`config.mk`:
```
export PLATFORM = sky130hd
export DESIGN_NAME = slist_cell
export DESIGN_NICKNAME = d
export VERILOG_FILES = /design/src/slist_pkg.sv /design/src/slist_cell.sv
export SDC_FILE = /design/constraint.sdc
export NUM_CORES = 1
export LEC_CHECK = 0
export BUFFER_PORTS_ARGS = -buffer_cell sky130_fd_sc_hd__buf_4
export CORE_ASPECT_RATIO = 1.2
export CORE_MARGIN = 5
export CORE_UTILIZATION = 50
export CTS_BUF_LIST = sky130_fd_sc_hd__clkbuf_8
export DETAILED_ROUTE_END_ITERATION = 10
export PLACE_DENSITY = 0.87
export SYNTH_ARGS = -nofsm -noshare
export SYNTH_HDL_FRONTEND = slang
export SYNTH_SLANG_ARGS = --single-unit
```
`constraint.sdc`:
```
create_clock -name clk -period 5.08 [get_ports clk]
set_input_delay 1.016 -clock clk [delete_from_list [all_inputs] [get_ports clk]]
set_output_delay 1.016 -clock clk [all_outputs]
set_load 0.01 [all_outputs]
```
`src/slist_pkg.sv`:
```
`timescale 1ns / 1ps

package slist_pkg;

	typedef enum logic [2:0] {
		ACT_PUSH   = 3'd0,
		ACT_POP    = 3'd1,
		ACT_READ   = 3'd2,
		ACT_INSERT = 3'd3,
		ACT_DELETE = 3'd4,
		ACT_REMOVE = 3'd5,
		ACT_FIND   = 3'd6
	} action_t;

	typedef enum logic [1:0] {
		ST_OK   = 2'd0,
		ST_MISS = 2'd1,
		ST_FULL = 2'd2
	} status_t;

	typedef struct packed {
		logic [2:0]  action;
		logic [6:0]  position;
		logic [31:0] item_value;
	} req_t;

	typedef struct packed {
		logic [31:0] result_value;
		logic [5:0]  result_position;
		logic [6:0]  entry_count;
		logic [1:0]  status;
	} rsp_t;

	// per-cell update: keep, take the broadcast word, take from the cell below or above
	typedef enum logic [1:0] {
		OP_HOLD = 2'd0,
		OP_LOAD = 2'd1,
		OP_UP   = 2'd2,
		OP_DOWN = 2'd3
	} cell_op_t;

	typedef enum logic [1:0] {
		UPD_NONE   = 2'd0,
		UPD_INSERT = 2'd1,
		UPD_DELETE = 2'd2
	} upd_kind_t;

endpackage

```
`src/slist_cell.sv`:
```
`timescale 1ns / 1ps

module slist_cell import slist_pkg::*; #(
	parameter int DATA_WIDTH = 32,
	parameter int PW         = 7,
	parameter int INDEX      = 0
) (
	input  logic                  clk,
	input  logic                  cmp_en,
	input  logic [DATA_WIDTH-1:0] key,
	input  logic [PW-1:0]         count,
	input  logic [PW-1:0]         rd_pos,
	input  cell_op_t              op,
	input  logic [DATA_WIDTH-1:0] lo_data,
	input  logic [DATA_WIDTH-1:0] hi_data,
	output logic [DATA_WIDTH-1:0] data,
	output logic                  match,
	output logic [DATA_WIDTH-1:0] rd_word
);

	localparam logic [PW-1:0] MY_IDX = PW'(INDEX);

	logic [DATA_WIDTH-1:0] data_q;
	logic                  match_q;
	logic [DATA_WIDTH-1:0] rd_q;

	always_ff @(posedge clk) begin
		case (op)
			OP_LOAD: data_q <= key;
			OP_UP:   data_q <= lo_data;
			OP_DOWN: data_q <= hi_data;
			default: data_q <= data_q;
		endcase
		if (cmp_en) begin
			match_q <= (MY_IDX < count) && (data_q == key);
			rd_q    <= (MY_IDX == rd_pos) ? data_q : '0;
		end
	end

	assign data    = data_q;
	assign match   = match_q;
	assign rd_word = rd_q;

endmodule

```
* After elaboration in Yosys (flattened, before gate mapping)
Index checks and enable logic that the tools add are counted.
** Storage, ports and cells
- Logic and storage cells :: 12
- Input bits :: 114
- Bits in registers :: 65
** Operators by class
- Equality and inequality tests :: 4
- Order comparisons :: 1
- Reduce and logical (&&, ||, !) cells :: 3
- Mux-type cells :: 1
** Operator list (count)
- $pmux 32 s3 :: 1
- $eq 32x32->1 :: 1
- $logic_not 7->1 :: 1
- $lt 1x7->1 const A :: 1
- $eq 2x2->1 const B :: 2
- $reduce_bool 3->1 :: 1
- $eq 2x1->1 const B :: 1
- $logic_and 1x1->1 :: 1

* Longest topological paths before layout
- Word-level depth :: 2
- Gate-level depth with buffers :: 4
- Mapped depth without buffers :: 4

* Worst setup path after synthesis
OpenSTA, ideal clock, no wires.
- Path kind :: input port to flip-flop
- From :: in op[0]
- To :: reg data_q[0] (netlist: data[0]), enable pin
- Path slack :: 2.671 ns
- Buffers on the path :: 2
- Required time :: 4.705 ns
- Arrival :: 2.035 ns
- Setup time :: 0.375 ns
- Stages :: 3
- Cell sequence :: clkbuf_1 buf_2 or2_2
** On the way
- Longest elaborated chain between the ends :: 2
- Elaborated cells between the ends (all ways) :: 4
** RTL lines
- start: declaration :: line slist_cell.sv:13 : input cell_op_t op,
- $eq 2x2->1 / $eq 2x1->1 (equally long branches) :: line slist_cell.sv:28 : case (op)
- $reduce_bool 3->1 (no line) (*)
- end signal: assignment :: line slist_cell.sv:29 : OP_LOAD: data_q <= key;
- end signal: assignment :: line slist_cell.sv:30 : OP_UP: data_q <= lo_data;
- end signal: assignment :: line slist_cell.sv:31 : OP_DOWN: data_q <= hi_data;
- end: declaration :: line slist_cell.sv:23 : logic [DATA_WIDTH-1:0] data_q;
Mark *: on every way between the ends. The rest lies on a longest branch, timed or not.
A chain may end at the register's enable or synchronous reset.

* Final worst setup path
- From :: in op[1]
- To :: reg data_q[30] (netlist: data[30]), enable pin
Same word-level chain as after synthesis.

==> results.md <==
- The die width is 83.5 um.
- The floorplan has 32 rows.
- Broken down by cell family, the worst path's largest delay share belongs to simple AND/OR/NAND/NOR gates.
- The placer's final routability congestion estimate is 0.820.
- The delay of the slowest critical-path stage is 0.73 ns.
- For hold timing, the worst endpoint is rd_word[3]$_SDFFCE_PP0P_.
- Along the worst hold path, the cell count comes to 1.
- The DRC marker count from the first detailed-route iteration is 154.
- The power per cell area is 276 nW/um^2.
- Counting the fill cells in the layout gives 445.
- The relative max-transition margin is 48.8%.
- Dividing the detail-routed via count by the number of cells gives 5.09.
- No sink is reached through more buffers than the 2 on the longest clock path.
- TritonCTS built the clock tree.
- Clock-pin slew was measured on the worst setup and hold paths at 0.07 ns.
- During placement, the flow inserted port buffers numbering 178.
- The data required time of the critical path is 5.04 ns.
- The flop-to-flop setup slack is 3.33 ns.
- The number of H-tree branching levels is 3.
- Data arrives at the worst endpoint at 2.25 ns.
- The initial cell density of the core is 50.9%.
- The count of clock tree sinks is 65.
- The reg-to-reg critical path startpoint is data[28]$_DFFE_PP_.
- The max-slew violation count is 0.
- The fraction of final layout cells with drive strength greater than 1 is 49.4%.
- IR analysis of the VDD net gives a maximum drop of 0.198 mV.
- The wire-length estimate of the detail-placed layout is 7140 um.
- The via count of the first global-routing pass is 2822.
- The routed wirelength normalized by instance count is 17.8 um.
- The number of routed nets with antenna violations is 0.
- The wire length of the first global-routing pass is 14500 um.
- Registers take 1950 um^2.
- The total clock buffers created by CTS is 9.
- The number of antenna diodes in the final layout is 0.
- Setup violations remaining at the end of the flow were counted as 0.
- The leakage power figure is 0.00219 uW.
- The count of TritonRoute iterations in the first routing pass is 4.
- The final-layout setup total negative slack is 0 ns.
- In this run, post-CTS repair resized a total of 0 instances.
- The detailed-route wire length is 9250 um.
- The number of placed I/O pins is 179.
- The initial antenna violation count came to 0.
- The count of buffering cells on the critical path with inverters included is 1.
- The sort of element at the start of the critical path is an input pin.
- The detailed-route via count is 2648.
- For the pin with the worst max-slew slack, the measured transition is 0.768 ns.
- The largest clock skew in the final design is 0.00955 ns.
- The worst setup path is of the in2reg kind.
- The total of warnings raised by yosys is 0.
- The number of nets in the synthesized netlist is 369.
- The shortest period the worst path allows is 2.29 ns.
- Setup repair after global routing left no endpoint under its margin.
- After detailed routing, the number of remaining DRC violations is 0.
- Entering global routing, the biggest net connects 66 pins.
- The highest attainable clock frequency is 436 MHz.
- The floorplan die area is 8190 um^2.
- In this run the critical register-to-register path is captured at match$_DFFE_PP_.
- After floorplanning, the core was sized to cover 6370 um^2.
- The flow ran to the end, and the final reports show no timing, DRC or antenna violations.
- The per-instance average area after synthesis is 12.7 um^2.
- The total routing resource utilization after global routing is 22.7%.
- Clock latency on the worst-skew pair, taken at its later pin, is 0.34 ns.
- The height of the chip is 98.2 um.
- The kind of end point of the critical path is a register.
- Hold repair after CTS inserted 0 buffers.
- The signal on the critical path passes through buf_4 > or2_2.
- On the critical path, the stage with the largest delay is an instance of sky130_fd_sc_hd__or2_2.
- The final count of hold timing violations is 0.
- The post-layout net count is 545.
- The number of standard cells after synthesis is 255.
- Once the clock tree was built, the setup fixing pass inserted 0 buffers.
- The final core utilization is 75.5%.
- The area growth from synthesis to layout is 48.3%.
- The path class of the tightest hold or removal check is reg2reg.
- In this run the clock root is driven by a sky130_fd_sc_hd__clkbuf_8.
- The flip-flop and latch count after synthesis is 65.
- The worst hold path begins at data[3]$_DFFE_PP_.
- In this run the cell area of the synthesized design comes to 3240 um^2.
- Counting cells, the worst reg-to-reg path comes to 4.
- The residual overflow from global routing is 0.
- The max-cap violation count is 0.
- The sequential element share of the synthesized area is 60.3%.
- Of all nets on the critical path, the largest fanout is 65.
- The netlist uses 20 different library cells.
- The area of combinational cells with multiple inputs is 1230 um^2.
- Dividing the final minimum period by the clock period gives 45.1%.
-- area by class of cell --
class,instances,area share [%]
flip-flops and latches,65,40.6
multi-input cells,176,25.5
clock inverters,6,1.07
clock buffers,9,2.58
well taps,85,2.21
repair buffers,179,28.0
-- where the power goes --
part	internal (uW)	switching [uW]	leakage, uW
combinational	141	115	0.00142
sequential	635	30.9	0.000676
clock	217	189	0.0000951
-- how the worst max path moves through the flow --
stage	to	from	slack, ns	cells past startpoint
after detailed placement	data[26]$_DFFE_PP_	op[1]	2.43	2
final	data[30]$_DFFE_PP_	op[1]	2.79	2
after floorplan	data[0]$_DFFE_PP_	op[0]	2.67	3
after global routing	data[30]$_DFFE_PP_	op[1]	2.70	2
after CTS	data[30]$_DFFE_PP_	op[1]	2.78	2
after global placement	data[21]$_DFFE_PP_	op[1]	2.49	2
-- state kept, by name, summed over array words and instances (netlist names) --
| signal | flops |
|---|---|
| rd_word | 32 |
| match | 1 |
| data | 32 |
-- metal layers --
metal | part of all wire [%] | global-route usage (%) | wire (um) | vias to the layer above
li1 | - | - | - | 1267
met1 | 36 | 24.9 | 3300 | 1235
met2 | 55 | 41.5 | 5060 | 125
met3 | 6.9 | 4.73 | 637 | 21
met4 | 2.8 | 11.0 | 259 | 0
met5 | 0 | 0 | 0 | -
-- per-stage QoR --
stage | cells | power (uW) | instance area (um^2) | setup slack (ns) | hold slack, ns
5_1_grt | 520 | 1380 | 4800 | 2.70 | 0.628
2_1_floorplan | 255 | 769 | 3240 | 2.67 | 0.638
4_1_cts | 520 | 1330 | 4800 | 2.78 | 0.612
6_report | 520 | 1330 | 4800 | 2.79 | 0.608
3_3_place_gp | 505 | 927 | 4630 | 2.49 | 0.583
3_5_place_dp | 505 | 936 | 4630 | 2.43 | 0.595
-- synthesized netlist by cell type --
master / count / area [um^2]
sky130_fd_sc_hd__nor4_4: 1 / 21.3
sky130_fd_sc_hd__xor2_1: 28 / 245
sky130_fd_sc_hd__buf_2: 3 / 15.0
sky130_fd_sc_hd__a2111oi_0: 1 / 8.76
sky130_fd_sc_hd__nor3_1: 1 / 5.00
sky130_fd_sc_hd__buf_1: 1 / 3.75
sky130_fd_sc_hd__and2_2: 21 / 158
sky130_fd_sc_hd__and2_1: 11 / 68.8
sky130_fd_sc_hd__edfxtp_1: 65 / 1950
sky130_fd_sc_hd__nand4_1: 2 / 12.5
sky130_fd_sc_hd__or4_4: 1 / 11.3
sky130_fd_sc_hd__or2_2: 1 / 6.26
sky130_fd_sc_hd__xnor2_1: 4 / 35.0
sky130_fd_sc_hd__clkbuf_2: 3 / 15.0
sky130_fd_sc_hd__clkbuf_1: 7 / 26.3
sky130_fd_sc_hd__a21oi_1: 32 / 160
sky130_fd_sc_hd__nor2_1: 32 / 120
sky130_fd_sc_hd__nand3_1: 1 / 5.00
sky130_fd_sc_hd__nor4_1: 8 / 50.1
sky130_fd_sc_hd__mux2i_1: 32 / 320
-- layout by cell type (no fill, tap or decap), drive strengths merged --
master and n:
a2111oi 1, nand3 1, or2 1, buf 179, edfxtp 65, nand4 2, clkbuf 9, and2 32
mux2i 32, inv 1, nor2 32, xor2 28, nor3 1, clkinv 4, xnor2 4, or4 1
nor4 9, bufinv 1, a21oi 32
-- worst reg2reg max path, cell delays in order, from the launching register on --
cell and delay [ns]:
sky130_fd_sc_hd__edfxtp_1 0.42, sky130_fd_sc_hd__xor2_1 0.16, sky130_fd_sc_hd__nor4_1 0.47, sky130_fd_sc_hd__nand4_1 0.13
sky130_fd_sc_hd__a2111oi_0 0.36
-- kinds of logic (layout without fill, tap and decap cells) --
group                  count (synthesis)  after routing  share of synthesized area [%]
multiplexers                          32             32                           9.89
buffers and inverters                 14            194                           1.85
AND/OR/NAND/NOR                       79             79                           14.1
AO/OA/AOI/OAI                         33             33                           5.21
flip-flops                            65             65                           60.3
XOR/XNOR                              32             32                           8.65
(Power assumes the default switching activity.)
